===== config.mk =====
export PLATFORM = sky130hd
export DESIGN_NAME = activity_classifier_hysteresis_core_flat
export DESIGN_NICKNAME = d
export VERILOG_FILES = /design/src/design/acls_pkg.sv /design/src/design/acls_ifs.sv /design/src/design/acls_classify.sv /design/src/design/activity_classifier_hysteresis_core.sv /design/src/flat_wrapper.sv
export SDC_FILE = /design/constraint.sdc
export NUM_CORES = 1
export LEC_CHECK = 0
export BUFFER_PORTS_ARGS = -buffer_cell sky130_fd_sc_hd__clkbuf_2
export CELL_PAD_IN_SITES_DETAIL_PLACEMENT = 0
export CELL_PAD_IN_SITES_GLOBAL_PLACEMENT = 1
export CORE_MARGIN = 3
export CORE_UTILIZATION = 24
export CTS_CLUSTER_DIAMETER = 40
export DETAILED_ROUTE_END_ITERATION = 12
export GPL_ROUTABILITY_DRIVEN = 0
export GPL_TIMING_DRIVEN = 0
export PLACE_DENSITY = 0.47
export SLEW_MARGIN = 25
export SYNTH_ARGS = -nofsm -noshare
export SYNTH_HDL_FRONTEND = slang
export SYNTH_SLANG_ARGS = --single-unit
export TNS_END_PERCENT = 20

===== constraint.sdc =====
create_clock -name clk -period 9.25 [get_ports clk]
set_clock_uncertainty 0.15 [all_clocks]
set_input_delay 1.85 -clock clk [delete_from_list [all_inputs] [get_ports clk]]
set_output_delay 1.85 -clock clk [all_outputs]
set_load 0.005 [all_outputs]

===== src/design/acls_pkg.sv =====
// ----------------------------------------------------------------------------
// acls_pkg
// Types, widths, codes and reset values of the activity classifier.
// ----------------------------------------------------------------------------
package acls_pkg;

  localparam int VAR_W   = 32;
  localparam int RANGE_W = 16;
  localparam int SHARE_W = 7;
  localparam int CLASS_W = 2;
  localparam int RUN_W   = 4;
  localparam int ADDR_W  = 4;
  localparam int DATA_W  = 32;

  typedef enum logic [CLASS_W-1:0] {
    CLS_SLEEP    = 2'd0,
    CLS_QUIET    = 2'd1,
    CLS_GRAZING  = 2'd2,
    CLS_MOVEMENT = 2'd3
  } class_t;

  typedef enum logic [ADDR_W-1:0] {
    REG_VAR_QUIET_STRICT   = 4'd0,
    REG_RANGE_QUIET_STRICT = 4'd1,
    REG_VAR_QUIET_LOOSE    = 4'd2,
    REG_RANGE_QUIET_LOOSE  = 4'd3,
    REG_VAR_MOVE_START     = 4'd4,
    REG_RANGE_MOVE_ENTER   = 4'd5,
    REG_VAR_MOVE           = 4'd6,
    REG_QUIET_TO_SLEEP     = 4'd7
  } reg_addr_t;

  // fixed guards
  localparam logic [RANGE_W-1:0] GUARD_RANGE_Z = 16'd450;
  localparam logic [SHARE_W-1:0] GUARD_SHARE   = 7'd55;
  localparam logic [RANGE_W-1:0] GRAZE_RANGE_Z = 16'd500;
  localparam logic [SHARE_W-1:0] GRAZE_SHARE   = 7'd60;

  // register reset values
  localparam logic [VAR_W-1:0]   RST_VAR_QUIET_STRICT   = 32'd1000;
  localparam logic [RANGE_W-1:0] RST_RANGE_QUIET_STRICT = 16'd500;
  localparam logic [VAR_W-1:0]   RST_VAR_QUIET_LOOSE    = 32'd5000;
  localparam logic [RANGE_W-1:0] RST_RANGE_QUIET_LOOSE  = 16'd900;
  localparam logic [VAR_W-1:0]   RST_VAR_MOVE_START     = 32'd8000;
  localparam logic [RANGE_W-1:0] RST_RANGE_MOVE_ENTER   = 16'd1200;
  localparam logic [VAR_W-1:0]   RST_VAR_MOVE           = 32'd20000;
  localparam logic [RUN_W-1:0]   RST_QUIET_TO_SLEEP     = 4'd10;

  typedef struct packed {
    logic [VAR_W-1:0]   var_quiet_strict;
    logic [RANGE_W-1:0] range_quiet_strict;
    logic [VAR_W-1:0]   var_quiet_loose;
    logic [RANGE_W-1:0] range_quiet_loose;
    logic [VAR_W-1:0]   var_move_start;
    logic [RANGE_W-1:0] range_move_enter;
    logic [VAR_W-1:0]   var_move;
    logic [RUN_W-1:0]   quiet_to_sleep;
  } thresh_t;

endpackage


===== src/design/acls_ifs.sv =====
// ----------------------------------------------------------------------------
// acls channel interfaces
// Feature, result and register write channels with valid/ready.
// ----------------------------------------------------------------------------
interface acls_feat_if;
  logic                              valid;
  logic                              ready;
  logic [acls_pkg::VAR_W-1:0]        variance_total;
  logic [acls_pkg::RANGE_W-1:0]      range_vertical;
  logic [acls_pkg::RANGE_W-1:0]      range_all;
  logic [acls_pkg::SHARE_W-1:0]      vertical_share;

  modport source (output valid, variance_total, range_vertical, range_all, vertical_share,
                  input ready);
  modport sink   (input valid, variance_total, range_vertical, range_all, vertical_share,
                  output ready);
endinterface

interface acls_result_if;
  logic                         valid;
  logic                         ready;
  logic [acls_pkg::CLASS_W-1:0] burst_class;
  logic [acls_pkg::CLASS_W-1:0] held_state;
  logic                         persisted;
  logic                         changed;

  modport source (output valid, burst_class, held_state, persisted, changed, input ready);
  modport sink   (input valid, burst_class, held_state, persisted, changed, output ready);
endinterface

interface acls_cfg_if;
  logic                        valid;
  logic                        ready;
  logic [acls_pkg::ADDR_W-1:0] addr;
  logic [acls_pkg::DATA_W-1:0] data;

  modport source (output valid, addr, data, input ready);
  modport sink   (input valid, addr, data, output ready);
endinterface


===== src/design/acls_classify.sv =====
// ----------------------------------------------------------------------------
// acls_classify
// Burst class from features, thresholds and the committed state.
// ----------------------------------------------------------------------------
module acls_classify (
  input  acls_pkg::thresh_t                thr,
  input  acls_pkg::class_t                 held,
  input  logic [acls_pkg::VAR_W-1:0]       variance_total,
  input  logic [acls_pkg::RANGE_W-1:0]     range_vertical,
  input  logic [acls_pkg::RANGE_W-1:0]     range_all,
  input  logic [acls_pkg::SHARE_W-1:0]     vertical_share,
  output acls_pkg::class_t                 burst_class
);

  logic strict_quiet;
  logic loose_quiet;
  logic grazing;
  logic low_state;
  logic enter_move;

  assign strict_quiet = (variance_total < thr.var_quiet_strict) &&
                        (range_all < thr.range_quiet_strict);
  assign loose_quiet  = (variance_total < thr.var_quiet_loose) &&
                        (range_all < thr.range_quiet_loose) &&
                        ((range_vertical < acls_pkg::GUARD_RANGE_Z) ||
                         (vertical_share < acls_pkg::GUARD_SHARE));
  assign grazing      = (range_vertical > acls_pkg::GRAZE_RANGE_Z) &&
                        (vertical_share > acls_pkg::GRAZE_SHARE) &&
                        (variance_total < thr.var_move);
  assign low_state    = (held == acls_pkg::CLS_QUIET) || (held == acls_pkg::CLS_SLEEP);
  assign enter_move   = (variance_total > thr.var_move_start) ||
                        (range_all > thr.range_move_enter);

  always_comb begin
    if (strict_quiet || loose_quiet) begin
      burst_class = acls_pkg::CLS_QUIET;
    end else if (grazing) begin
      burst_class = acls_pkg::CLS_GRAZING;
    end else if (low_state && !enter_move) begin
      burst_class = acls_pkg::CLS_QUIET;
    end else begin
      burst_class = acls_pkg::CLS_MOVEMENT;
    end
  end

endmodule


===== src/design/activity_classifier_hysteresis_core.sv =====
// ----------------------------------------------------------------------------
// activity_classifier_hysteresis_core
// Classifies bursts, commits repeated classes and counts quiet runs to sleep.
// ----------------------------------------------------------------------------
//  channel   | dir | handshake   | payload
//  cfg       | in  | valid/ready | addr, data (register write)
//  features  | in  | valid/ready | variance_total, range_vertical, range_all, vertical_share
//  result    | out | valid/ready | burst_class, held_state, persisted, changed
//
//  one request per cycle unless the result stalls; path: input register, result register
//  committed state updates as a request moves into the result register
//  rst is synchronous; registers return to their default thresholds
//  a stalled result holds the result register; one more request waits in the input register
module activity_classifier_hysteresis_core (
  input  logic                clk,
  input  logic                rst,
  acls_cfg_if.sink            cfg,
  acls_feat_if.sink           features,
  acls_result_if.source       result
);

  acls_pkg::thresh_t thr;

  // input register
  logic                           s1_valid;
  logic [acls_pkg::VAR_W-1:0]     s1_variance_total;
  logic [acls_pkg::RANGE_W-1:0]   s1_range_vertical;
  logic [acls_pkg::RANGE_W-1:0]   s1_range_all;
  logic [acls_pkg::SHARE_W-1:0]   s1_vertical_share;

  // committed state
  acls_pkg::class_t               previous_class;
  logic                           previous_valid;
  logic [acls_pkg::RUN_W-1:0]     quiet_run;
  acls_pkg::class_t               current_state;

  acls_pkg::class_t               previous_class_next;
  logic [acls_pkg::RUN_W-1:0]     quiet_run_next;
  acls_pkg::class_t               current_state_next;

  // result register
  logic                           out_valid;
  acls_pkg::class_t               out_class;
  acls_pkg::class_t               out_held;
  logic                           out_persisted;
  logic                           out_changed;

  acls_pkg::class_t               cls;
  logic                           commit;
  logic                           changed_next;
  logic [acls_pkg::RUN_W:0]       run_inc;
  logic                           advance;
  logic                           fire;

  assign cfg.ready      = 1'b1;
  assign advance        = !out_valid || result.ready;
  assign fire           = s1_valid && advance;
  assign features.ready = !s1_valid || advance;

  always_ff @(posedge clk) begin
    if (rst) begin
      thr.var_quiet_strict   <= acls_pkg::RST_VAR_QUIET_STRICT;
      thr.range_quiet_strict <= acls_pkg::RST_RANGE_QUIET_STRICT;
      thr.var_quiet_loose    <= acls_pkg::RST_VAR_QUIET_LOOSE;
      thr.range_quiet_loose  <= acls_pkg::RST_RANGE_QUIET_LOOSE;
      thr.var_move_start     <= acls_pkg::RST_VAR_MOVE_START;
      thr.range_move_enter   <= acls_pkg::RST_RANGE_MOVE_ENTER;
      thr.var_move           <= acls_pkg::RST_VAR_MOVE;
      thr.quiet_to_sleep     <= acls_pkg::RST_QUIET_TO_SLEEP;
    end else if (cfg.valid) begin
      unique case (acls_pkg::reg_addr_t'(cfg.addr))
        acls_pkg::REG_VAR_QUIET_STRICT:   thr.var_quiet_strict   <= cfg.data[31:0];
        acls_pkg::REG_RANGE_QUIET_STRICT: thr.range_quiet_strict <= cfg.data[15:0];
        acls_pkg::REG_VAR_QUIET_LOOSE:    thr.var_quiet_loose    <= cfg.data[31:0];
        acls_pkg::REG_RANGE_QUIET_LOOSE:  thr.range_quiet_loose  <= cfg.data[15:0];
        acls_pkg::REG_VAR_MOVE_START:     thr.var_move_start     <= cfg.data[31:0];
        acls_pkg::REG_RANGE_MOVE_ENTER:   thr.range_move_enter   <= cfg.data[15:0];
        acls_pkg::REG_VAR_MOVE:           thr.var_move           <= cfg.data[31:0];
        acls_pkg::REG_QUIET_TO_SLEEP:     thr.quiet_to_sleep     <= cfg.data[3:0];
        default: ;
      endcase
    end
  end

  always_ff @(posedge clk) begin
    if (rst) begin
      s1_valid <= 1'b0;
    end else if (features.ready) begin
      s1_valid <= features.valid;
    end
  end

  always_ff @(posedge clk) begin
    if (features.valid && features.ready) begin
      s1_variance_total <= features.variance_total;
      s1_range_vertical <= features.range_vertical;
      s1_range_all      <= features.range_all;
      s1_vertical_share <= features.vertical_share;
    end
  end

  acls_classify u_classify (
    .thr            (thr),
    .held           (current_state),
    .variance_total (s1_variance_total),
    .range_vertical (s1_range_vertical),
    .range_all      (s1_range_all),
    .vertical_share (s1_vertical_share),
    .burst_class    (cls)
  );

  assign commit  = previous_valid && (previous_class == cls);
  assign run_inc = {1'b0, quiet_run} + {{acls_pkg::RUN_W{1'b0}}, 1'b1};

  always_comb begin
    previous_class_next = cls;
    quiet_run_next      = quiet_run;
    current_state_next  = current_state;
    if (commit) begin
      if (cls == acls_pkg::CLS_QUIET) begin
        if (run_inc >= {1'b0, thr.quiet_to_sleep}) begin
          current_state_next = acls_pkg::CLS_SLEEP;
          quiet_run_next     = '0;
        end else begin
          current_state_next = acls_pkg::CLS_QUIET;
          quiet_run_next     = run_inc[acls_pkg::RUN_W-1:0];
        end
      end else begin
        current_state_next = cls;
        quiet_run_next     = '0;
      end
    end
    changed_next = current_state_next != current_state;
  end

  always_ff @(posedge clk) begin
    if (rst) begin
      previous_class <= acls_pkg::CLS_MOVEMENT;
      previous_valid <= 1'b0;
      quiet_run      <= '0;
      current_state  <= acls_pkg::CLS_MOVEMENT;
    end else if (fire) begin
      previous_class <= previous_class_next;
      previous_valid <= 1'b1;
      quiet_run      <= quiet_run_next;
      current_state  <= current_state_next;
    end
  end

  always_ff @(posedge clk) begin
    if (rst) begin
      out_valid <= 1'b0;
    end else if (advance) begin
      out_valid <= s1_valid;
    end
  end

  always_ff @(posedge clk) begin
    if (fire) begin
      out_class     <= cls;
      out_held      <= current_state_next;
      out_persisted <= commit;
      out_changed   <= changed_next;
    end
  end

  assign result.valid       = out_valid;
  assign result.burst_class = out_class;
  assign result.held_state  = out_held;
  assign result.persisted   = out_persisted;
  assign result.changed     = out_changed;

endmodule


===== src/flat_wrapper.sv =====
// flat-port wrapper written by rule: the top's interface ports become plain ports
module activity_classifier_hysteresis_core_flat 
  (clk, rst, cfg_valid, cfg_addr, cfg_data, cfg_ready, features_valid, features_variance_total, features_range_vertical, features_range_all, features_vertical_share, features_ready, result_valid, result_burst_class, result_held_state, result_persisted, result_changed, result_ready);
  acls_cfg_if cfg_i ();
  acls_feat_if features_i ();
  acls_result_if result_i ();
  input  logic clk;
  input  logic rst;
  input wire logic [$bits(cfg_i.valid)-1:0] cfg_valid;
  input wire logic [$bits(cfg_i.addr)-1:0] cfg_addr;
  input wire logic [$bits(cfg_i.data)-1:0] cfg_data;
  output wire logic [$bits(cfg_i.ready)-1:0] cfg_ready;
  input wire logic [$bits(features_i.valid)-1:0] features_valid;
  input wire logic [$bits(features_i.variance_total)-1:0] features_variance_total;
  input wire logic [$bits(features_i.range_vertical)-1:0] features_range_vertical;
  input wire logic [$bits(features_i.range_all)-1:0] features_range_all;
  input wire logic [$bits(features_i.vertical_share)-1:0] features_vertical_share;
  output wire logic [$bits(features_i.ready)-1:0] features_ready;
  output wire logic [$bits(result_i.valid)-1:0] result_valid;
  output wire logic [$bits(result_i.burst_class)-1:0] result_burst_class;
  output wire logic [$bits(result_i.held_state)-1:0] result_held_state;
  output wire logic [$bits(result_i.persisted)-1:0] result_persisted;
  output wire logic [$bits(result_i.changed)-1:0] result_changed;
  input wire logic [$bits(result_i.ready)-1:0] result_ready;
  assign cfg_i.valid = cfg_valid;
  assign cfg_i.addr = cfg_addr;
  assign cfg_i.data = cfg_data;
  assign cfg_ready = cfg_i.ready;
  assign features_i.valid = features_valid;
  assign features_i.variance_total = features_variance_total;
  assign features_i.range_vertical = features_range_vertical;
  assign features_i.range_all = features_range_all;
  assign features_i.vertical_share = features_vertical_share;
  assign features_ready = features_i.ready;
  assign result_valid = result_i.valid;
  assign result_burst_class = result_i.burst_class;
  assign result_held_state = result_i.held_state;
  assign result_persisted = result_i.persisted;
  assign result_changed = result_i.changed;
  assign result_i.ready = result_ready;
  activity_classifier_hysteresis_core u_core (.clk(clk), .rst(rst), .cfg(cfg_i), .features(features_i), .result(result_i));
endmodule

**Word level (Yosys, flattened, before mapping)**

Index checks and enable logic that the tools add are counted.

- Add/subtract/negate cells: 1
- Equality and inequality tests: 11
- Muxes and demuxes: 8
- $lt $le $gt $ge: 12
- Reductions and logical operators: 29

Operator list:

| operator | count |
|---|---|
| < comparator 32 bit | 3 |
| > comparator 32 bit | 1 |
| < comparator 16 bit | 2 |
| AND reduction 2 bit | 9 |
| == test 4 x 3 -> 1 bit, second input constant | 4 |
| > comparator 16 bit | 1 |
| > comparator 16 x 9 -> 1 bit, second input constant | 1 |
| < comparator 16 x 9 -> 1 bit, second input constant | 1 |
| 2-to-1 mux 2 bit | 5 |
| logical AND 1 bit | 9 |
| == test 4 x 2 -> 1 bit, second input constant | 2 |
| 2-to-1 mux 4 bit | 2 |
| > comparator 7 x 6 -> 1 bit, second input constant | 1 |
| < comparator 7 x 6 -> 1 bit, second input constant | 1 |
| logical OR 1 bit | 6 |
| adder 4 x 1 -> 5 bit, second input constant | 1 |
| greater-or-equal comparator 5 x 4 -> 1 bit | 1 |
| == test 2 x 1 -> 1 bit, second input constant | 2 |
| == test 4 x 1 -> 1 bit, second input constant | 1 |
| zero test 4 bit | 1 |
| zero test 1 bit | 3 |
| == test 2 bit | 1 |
| zero test 2 bit | 1 |
| inequality test 2 bit | 1 |
| 2-to-1 mux 1 bit | 1 |

- Register bits: 268
- Word-level logic and storage cells: 83
- Output and inout port bits: 9
- Input port bits: 112

**Longest topological paths before layout**

Gate-level depths: netlist (run 1).

- Word-level depth: 11
- Mapped depth: 13
- Depth with buffers taken out: 12

**By module**

Synthesis (run 1) repeated with hierarchy kept, for this count alone.

- Cells, all modules: 1567
- Area total of the unflattened synthesis: 13753.2 um^2

Modules (own cells, without submodules):

| module | cells each | area an instance (um^2) | seq. area each (um^2) | instances |
|---|---|---|---|---|
| activity_classifier_hysteresis_core | 959 | 9384.0 | 6135.9 | 1 |
| acls_classify | 608 | 4369.2 | 0.0 | 1 |

**Least setup slack after synthesis (run 1)**

Ideal clock, no wire load.

- Path type: input-to-reg
- From: input result_ready
- To: register u_core.s1_range_all[0] in the netlist's numbering, enable pin
- Data required time: 8.663 ns
- Stages on the path: 3
- Setup time: 0.437 ns
- Path slack: 4.984 ns
- Arrival time: 3.680 ns
- Path buffers: 0
- Path through: nor2b_1 -> nand2_1 -> and2_1

- Longest elaborated chain between the ends: 3

Ends and longest elaborated chain:

| element | line | text |
|---|---|---|
| from (decl) | flat_wrapper.sv:24 | `input wire logic [$bits(result_i.ready)-1:0] result_ready;` |
| logical OR 1 bit | activity_classifier_hysteresis_core.sv:56 | `assign advance = !out_valid \|\| result.ready;` |
| logical OR 1 bit | activity_classifier_hysteresis_core.sv:58 | `assign features.ready = !s1_valid \|\| advance;` |
| net features_ready | flat_wrapper.sv:18 | `output wire logic [$bits(features_i.ready)-1:0] features_ready;` |
| logical AND 1 bit | activity_classifier_hysteresis_core.sv:94 | `if (features.valid && features.ready) begin` |
| to (signal assigned) | activity_classifier_hysteresis_core.sv:97 | `s1_range_all <= features.range_all;` |
| to (decl) | activity_classifier_hysteresis_core.sv:28 | `logic [acls_pkg::RANGE_W-1:0] s1_range_all;` |

The timed path passes the listed nets, and every way through them passes these cells.
A chain may end at the register's enable or synchronous reset.

**Worst setup path in the final report (run 1)**

- From: register u_core.s1_variance_total[23] in the netlist's numbering
- To: register u_core.out_held[0] (netlist: u_core.result.held_state[0]) (data pin)

- Longest elaborated chain between the ends: 10
- Elaborated cells on any way between the ends: 20
- Those cells by class: order compare (4); eq/ne (2); mux (5); reduce/logical (9)

Ends and longest elaborated chain:

| element | line | text |
|---|---|---|
| from (decl) | activity_classifier_hysteresis_core.sv:26 | `logic [acls_pkg::VAR_W-1:0] s1_variance_total;` |
| from (signal assigned) | activity_classifier_hysteresis_core.sv:95 | `s1_variance_total <= features.variance_total;` |
| > comparator 32 bit | acls_classify.sv:31 | `assign enter_move = (variance_total > thr.var_move_start) \|\|` |
| logical OR 1 bit | acls_classify.sv:31 |  |
| zero test 1 bit | acls_classify.sv:39 | `end else if (low_state && !enter_move) begin` |
| logical AND 1 bit | acls_classify.sv:39 |  |
| 2-to-1 mux 2 bit | acls_classify.sv:39 |  |
| 2-to-1 mux 2 bit | acls_classify.sv:37 | `end else if (grazing) begin` |
| 2-to-1 mux 2 bit (*) | acls_classify.sv:35 | `if (strict_quiet \|\| loose_quiet) begin` |
| net u_core.cls[1] | activity_classifier_hysteresis_core.sv:48 | `acls_pkg::class_t cls;` |
| == test 2 bit (*) | activity_classifier_hysteresis_core.sv:112 | `assign commit = previous_valid && (previous_class == cls);` |
| logical AND 1 bit (*) | activity_classifier_hysteresis_core.sv:112 |  |
| net u_core.commit | activity_classifier_hysteresis_core.sv:49 | `logic commit;` |
| 2-to-1 mux 2 bit (*) | activity_classifier_hysteresis_core.sv:119 | `if (commit) begin` |
| net u_core.current_state_next[0] | activity_classifier_hysteresis_core.sv:39 | `acls_pkg::class_t current_state_next;` |
| to (signal assigned) | activity_classifier_hysteresis_core.sv:161 | `out_held <= current_state_next;` |
| to (decl) | activity_classifier_hysteresis_core.sv:44 | `acls_pkg::class_t out_held;` |

The timed path passes the listed nets; every way through them passes the cells marked *.

==> impl_metrics.toml, run 1 <==
[place]
io_buffers = 115
post-dp-hpwl_microns = 35200
pre_cts_ws_ps = 4520

[critical_path]
rr_startpoint = "u_core.s1_variance_total[23]"
worstPathRequired_ps = 9420
worstPathArrival_ps = 4700
critPathKind = "reg2reg"
crit_path_start_kind = "flop"
cp_max_fo = 10
setup.worst_path.start = "u_core.s1_variance_total[23]"
endpoint_kind = "flop"

[cells_and_area]
layout.nets = 2032
area.sequential_sq_um = 6140
layout_common_cells = "nand2_1, a21oi_1, dfxtp_1, inv_1, ha_1"
final_common_cell = "nand2_1"
syn_to_final_growth_pct = 28.0
multiInputGateArea_sq_um = 6660
final.fill_count = 5944
drive_gt1_frac = 0.133
final_util = 0.311

[sta]
hold_viol = 0
setup_viol = 0
max_freq_ghz = 0.220
period_minus_slack_ps = 4540
relSlewSlack = 0.372
rsz0062_at_grt = "false"
slew_violations = 0
setup_slack_ps = 4710
setup_tns_ps = 0
tightest_slew_ps = 941
post-route-period-util = 0.490

[grt]
grt_pass1_wl_microns = 67600
antenna_found_initial = 0
first_global_vias = 10951
grt_overflow = 0
grt_util_all_layers = 0.152
grt_start_max_net_pins = 44

[detailed_routing]
highest_layer = "met4"
drt_iter0_drc = 522
dr_wl_met2_microns = 22100
first_pass_iters = 5
drcViolationCount = 0
via_per_inst = 4.39
vias = 11218
wl_met1_microns = 21000
wl_met3_microns = 1610
post_drt_wl_per_cell_microns = 18.0
ant_nets = 0
wirelength_microns = 45900

[synth]
ys_warn_count = 0
ys_seq_area_frac = 0.447
async_reset_ff_frac = 0
synth_edf_count = 77
dominantRegCellSynth = "dfxtp_1"
synth-seq-cells = 268
syn_inst = 1557
syn_avg_cell_area_sq_um = 8.81
synthesis.area_sq_um = 13700
synthDistinctLibCells = 72
syn-num-nets = 1845

[hold_path]
hp-start = "u_core.thr[25]"
hp-class = "reg2reg"

[floorplan]
num_rows = 87
dieHeight_microns = 245
start_util = 0.243
dieArea_sq_um = 60100
io_pins = 121
core_area_sq_um = 56500
die_w_microns = 245

[clock_network]
cts-root-buf = "clkbuf_16"
numCtsBuffers = 67
cts_sinks = 268
clock_latency_ps = 580
h-tree-depth = 3
hold_buffers = 0
cts_tree = "done"
clkTransAtPathRegs_ps = 40
post-cts-setup-buffers = 0
clk_path_buf_depth = 3
cts.repair.resized = 0

[job]
maxCapViolCount = 0

[power_and_ir_drop]
p_per_area_nw_per_um2 = 220
leakage_nw = 6.88
vdd.ir_drop.worst_mv = 0.124

[run_status]
status = "finished, final reports clean"
## power breakdown
group / switching (mW) / internal, mW
clock network: 0.727 / 1.62
logic: 0.150 / 0.0918
registers: 0.0289 / 1.25
## cell families after synthesis
logic type	count (synthesis)	share of synthesized area
AO/OA/AOI/OAI	325	0.144
adder cells (fa/ha/maj)	176	0.160
other	1	0.000273
XOR/XNOR	5	0.00319
buffers and inverters	245	0.0689
multiplexers	5	0.00401
AND/OR/NAND/NOR	532	0.172
flip-flops	268	0.447
## critical path: stages, from the launching register on
cell and delay [ps]:
edfxtp_1 530, ha_1 370, nand4_1 180, nor4_1 640, nand2_1 340, o311ai_1 320
nand4_1 380, or2_1 340, and2_4 140, buf_6 130, a31o_1 280, and2_4 190
mux2_4 280
## Yosys cell counts (5+ instances only)
library cell / number / area [sq um]
a31oi_1: 5 / 31.3
nand3b_1: 16 / 120
dfxtp_1: 191 / 3820
nand4_1: 30 / 188
nand2_1: 341 / 1280
nor2_1: 60 / 225
nand2b_1: 8 / 50.1
nor4_1: 6 / 37.5
buf_4: 5 / 37.5
a211oi_1: 7 / 52.6
clkbuf_1: 57 / 214
a21oi_1: 203 / 1020
a211o_1: 29 / 254
a21boi_0: 5 / 37.5
nand3_1: 19 / 95.1
nor3_1: 8 / 40.0
a21o_1: 16 / 120
edfxtp_1: 77 / 2310
o21ai_0: 20 / 100
ha_1: 176 / 2200
and3_1: 5 / 31.3
nor2b_1: 9 / 56.3
inv_1: 179 / 672
## layer usage
layer / vias to the layer above / global-route usage
met5: - / 0
met4: 0 / 0.0491
met3: 82 / 0.0303
met2: 190 / 0.259
met1: 5212 / 0.192
li1: 5734 / -
## path summary, 6_finish.rpt
kind                                                    end  slack [ps]  cells past startpoint
worst max-delay path            u_core.result.held_state[0]        4710                     12
worst min-delay path                         u_core.thr[25]         300                      2
worst max register to register  u_core.result.held_state[0]        4710                     12
worst min register to register               u_core.thr[25]         300                      2
## layout make-up
class                           count  share of cell area
Multi-Input combinational cell   1044               0.379
Sequential cell                   268               0.349
Clock buffer                       91               0.108
Tap cell                          756              0.0538
Inverter                          179              0.0382
Timing Repair Buffer              118              0.0350
Clock inverter                     32              0.0210
Buffer                             66              0.0156
Antenna cell                        2            0.000285
## state kept, by name (all words and copies together), names as in the netlist
signal	cells
u_core.thr	180
u_core.previous_valid	1
u_core.result.persisted	1
u_core.result.burst_class	2
u_core.current_state	2
u_core.s1_range_vertical	16
u_core.result.held_state	2
u_core.s1_valid	1
u_core.quiet_run	4
u_core.s1_vertical_share	7
u_core.result.valid	1
u_core.s1_variance_total	32
u_core.previous_class	2
u_core.s1_range_all	16
u_core.result.changed	1
## stage by stage
stage	total power, mW	cells	hold slack (ps)	instance area [sq um]
detailed placement	1.55	2431	297	15300
global placement	1.54	2428	294	15200
floorplan	1.42	1557	282	13700
finish	3.87	2556	301	17600
CTS	3.94	2554	302	17600
global route	4.03	2554	317	17600
(Power assumes the default switching activity.)
==> run 2: changes to the inputs <==
Settings changed: ABC_AREA from default to 1, PLACE_DENSITY 0.47 to 0.48.
Clock period 9.25 ns to 4.4 ns, I/O delays scaled along.
==> run 2 against run 1 <==
  * Global-route usage fell by 0.091 points
  * Largest cell class unchanged
  * Clock power rose by 110%
  * Synthesized area fell by 0.70%
  * Worst setup slack worse by 3600 ps
  * Sequential share of layout area rose by 0.15 points
  * Register-to-register slack got worse by 3600 ps
  * Count of clock-buffer cells in the layout is 5 higher
  * Fmax up 37%
  * Sequential power increased by 110%
  * Largest power group unchanged
  * Non-clock buffer count shrank 13
  * Design area fell by 0.43%
  * Combinational power grew 140%
==> impl_metrics.toml, run 2 <==
[floorplan]
core_area_sq_um = 55600
io_pins = 121
die_w_microns = 244
dieArea_sq_um = 59700
dieHeight_microns = 244
start_util = 0.245
num_rows = 86

[synth]
syn_inst = 1608
synth_common_cells = "nand2_1, inv_1, a21oi_1, dfxtp_1, ha_1"
ys_warn_count = 0
syn-num-nets = 1896
synth-compound-area-share = 0.170
synthAdderAreaFrac = 0.162
synth_top_area_frac = 0.281
async_reset_ff_frac = 0
yosysTopAreaCell = "dfxtp_1"
dominantRegCellSynth = "dfxtp_1"
synth-seq-cells = 268
synth.most_common_cell = "nand2_1"
synth-xor-area-share = 0.00129
synth_area_leaders = "dfxtp_1, edfxtp_1, ha_1"
synthSimpleGateAreaFrac = 0.131
synthDistinctLibCells = 42
synthMuxAreaShare = 0
synth_edf_count = 77
synthesis.area_sq_um = 13600
syn_avg_cell_area_sq_um = 8.47
ys_seq_area_frac = 0.450
synth_top_family_by_area = "compound AO/OA/AOI/OAI gates"

[sta]
tightest_slew_ps = 883
period_minus_slack_ps = 3310
setup_viol = 0
relSlewSlack = 0.409
max_freq_ghz = 0.302
setup_tns_ps = 0
slew_violations = 0
hold_viol = 0
hold_ws_ps = 303
rsz0062_at_grt = "false"
post-route-period-util = 0.751

[grt]
first_global_vias = 11374
antenna_found_initial = 0
met3_usage = 0.0303
grt_start_max_net_pins = 48
grt_util_all_layers = 0.151
grt_busiest_layer = "met2"
grt_overflow = 0
use_met2 = 0.245
grt_use_met1 = 0.200
grt_pass1_wl_microns = 68100

[job]
maxCapViolCount = 0

[critical_path]
crit_path_start_kind = "flop"
endpoint_kind = "flop"
worstPathRequired_ps = 4580
worstPathArrival_ps = 3480
cp_max_fo = 6
critPathKind = "reg2reg"

[detailed_routing]
wirelength_microns = 44300
ant_nets = 0
first_pass_iters = 4
drt_iter0_drc = 479
post_drt_wl_per_cell_microns = 17.0
via_per_inst = 4.33
drcViolationCount = 0
vias = 11269

[run_status]
status = "finished, final reports clean"

[power_and_ir_drop]
p_seq_frac = 0.327
p_per_area_nw_per_um2 = 473
comb_power_share = 0.071
p_sw_mw = 2.03
p_sw_frac = 0.245
power.total_mw = 8.28
vdd.ir_drop.worst_mv = 0.259
leakage_nw = 7.55
power_frac_clock = 0.602
p_int_mw = 6.25

[cells_and_area]
layout_common_cells = "nand2_1, inv_1, a21oi_1, dfxtp_1, ha_1"
largest_register_ffs = 180
final.fill_count = 5942
final_common_cell = "nand2_1"
drive_gt1_frac = 0.142
layout.nets = 2087
syn_to_final_growth_pct = 28.4
reg_top3 = "u_core.thr (180), u_core.s1_variance_total (32)"
regMostFlops = "u_core.thr"
final_cells = 2604
final_util = 0.314

[clock_network]
h-tree-depth = 3
clk_path_buf_depth = 3
cts.repair.resized = 0
clock_latency_ps = 590
clkTransAtPathRegs_ps = 40
cts_tree = "done"
post-cts-setup-buffers = 0
cts-root-buf = "clkbuf_16"
hold_buffers = 0
cts_sinks = 268
numCtsBuffers = 70

[hold_path]
hp-class = "reg2reg"

[place]
post-place-cells = 2475
post-dp-hpwl_microns = 33400
io_buffers = 118
run 2: area by class of cell:
type	count	area, sq um	area share
multi-input combinational	1029	6320	0.361
sequential	268	6140	0.351
clock buffer	96	1920	0.110
inverter	259	975	0.0557
tap	748	936	0.0535
timing repair buffer	119	618	0.0353
clock inverter	32	387	0.0221
buffer	52	201	0.0115
antenna	1	2.50	0.000143
run 2: path summary, 6_finish.rpt:
path                                 from                    end  slack, ps  cells after the start
max          u_core.s1_variance_total[27]  u_core.result.changed       1090                     16
max reg2reg  u_core.s1_variance_total[27]  u_core.result.changed       1090                     16
min reg2reg                u_core.thr[67]         u_core.thr[67]        300                      2
min                        u_core.thr[67]         u_core.thr[67]        300                      2
run 2: power groups by stage:
stage	registers, mW	clock network [mW]	logic, mW
after floorplan	2.72	0	0.367
after global placement	2.75	0	0.589
after detailed placement	2.75	0	0.602
after CTS	2.71	5.14	0.606
after global routing	2.71	5.27	0.691
final	2.70	4.99	0.590
run 2: logic make-up after synthesis:
group | count (synthesis)
DFF | 268
other | 1
AOI/OAI and AO/OA | 440
adders and majority gates | 176
buffers and inverters | 311
and+or+nand+nor | 410
xor gates and xnor gates | 2
run 2: metal layers:
layer  wire length (microns)  vias up
met5                       0        -
met4                    1200        0
met3                    1480       82
met2                   20200      179
met1                   21400     5218
li1                        -     5790
run 2: stage by stage:
stage,instance area (sq um),setup WS (ps)
2_1_floorplan,13600,1340
3_3_place_gp,15200,142
3_5_place_dp,15200,1020
4_1_cts,17500,988
5_1_grt,17500,877
6_report,17500,1090
run 2: critical path, stage by stage (launching register included):
cell and delay [ps]:
edfxtp_1 480, ha_1 350, nand2_1 70, inv_2 50
nand3_1 100, nor3_2 340, nand3_1 150, nor2_1 260
nand2_1 160, nand2_2 160, nand2_2 80, inv_2 80
nand2_4 70, o21ai_0 300, nor2_2 80, nand2_1 60
nand3_1 70
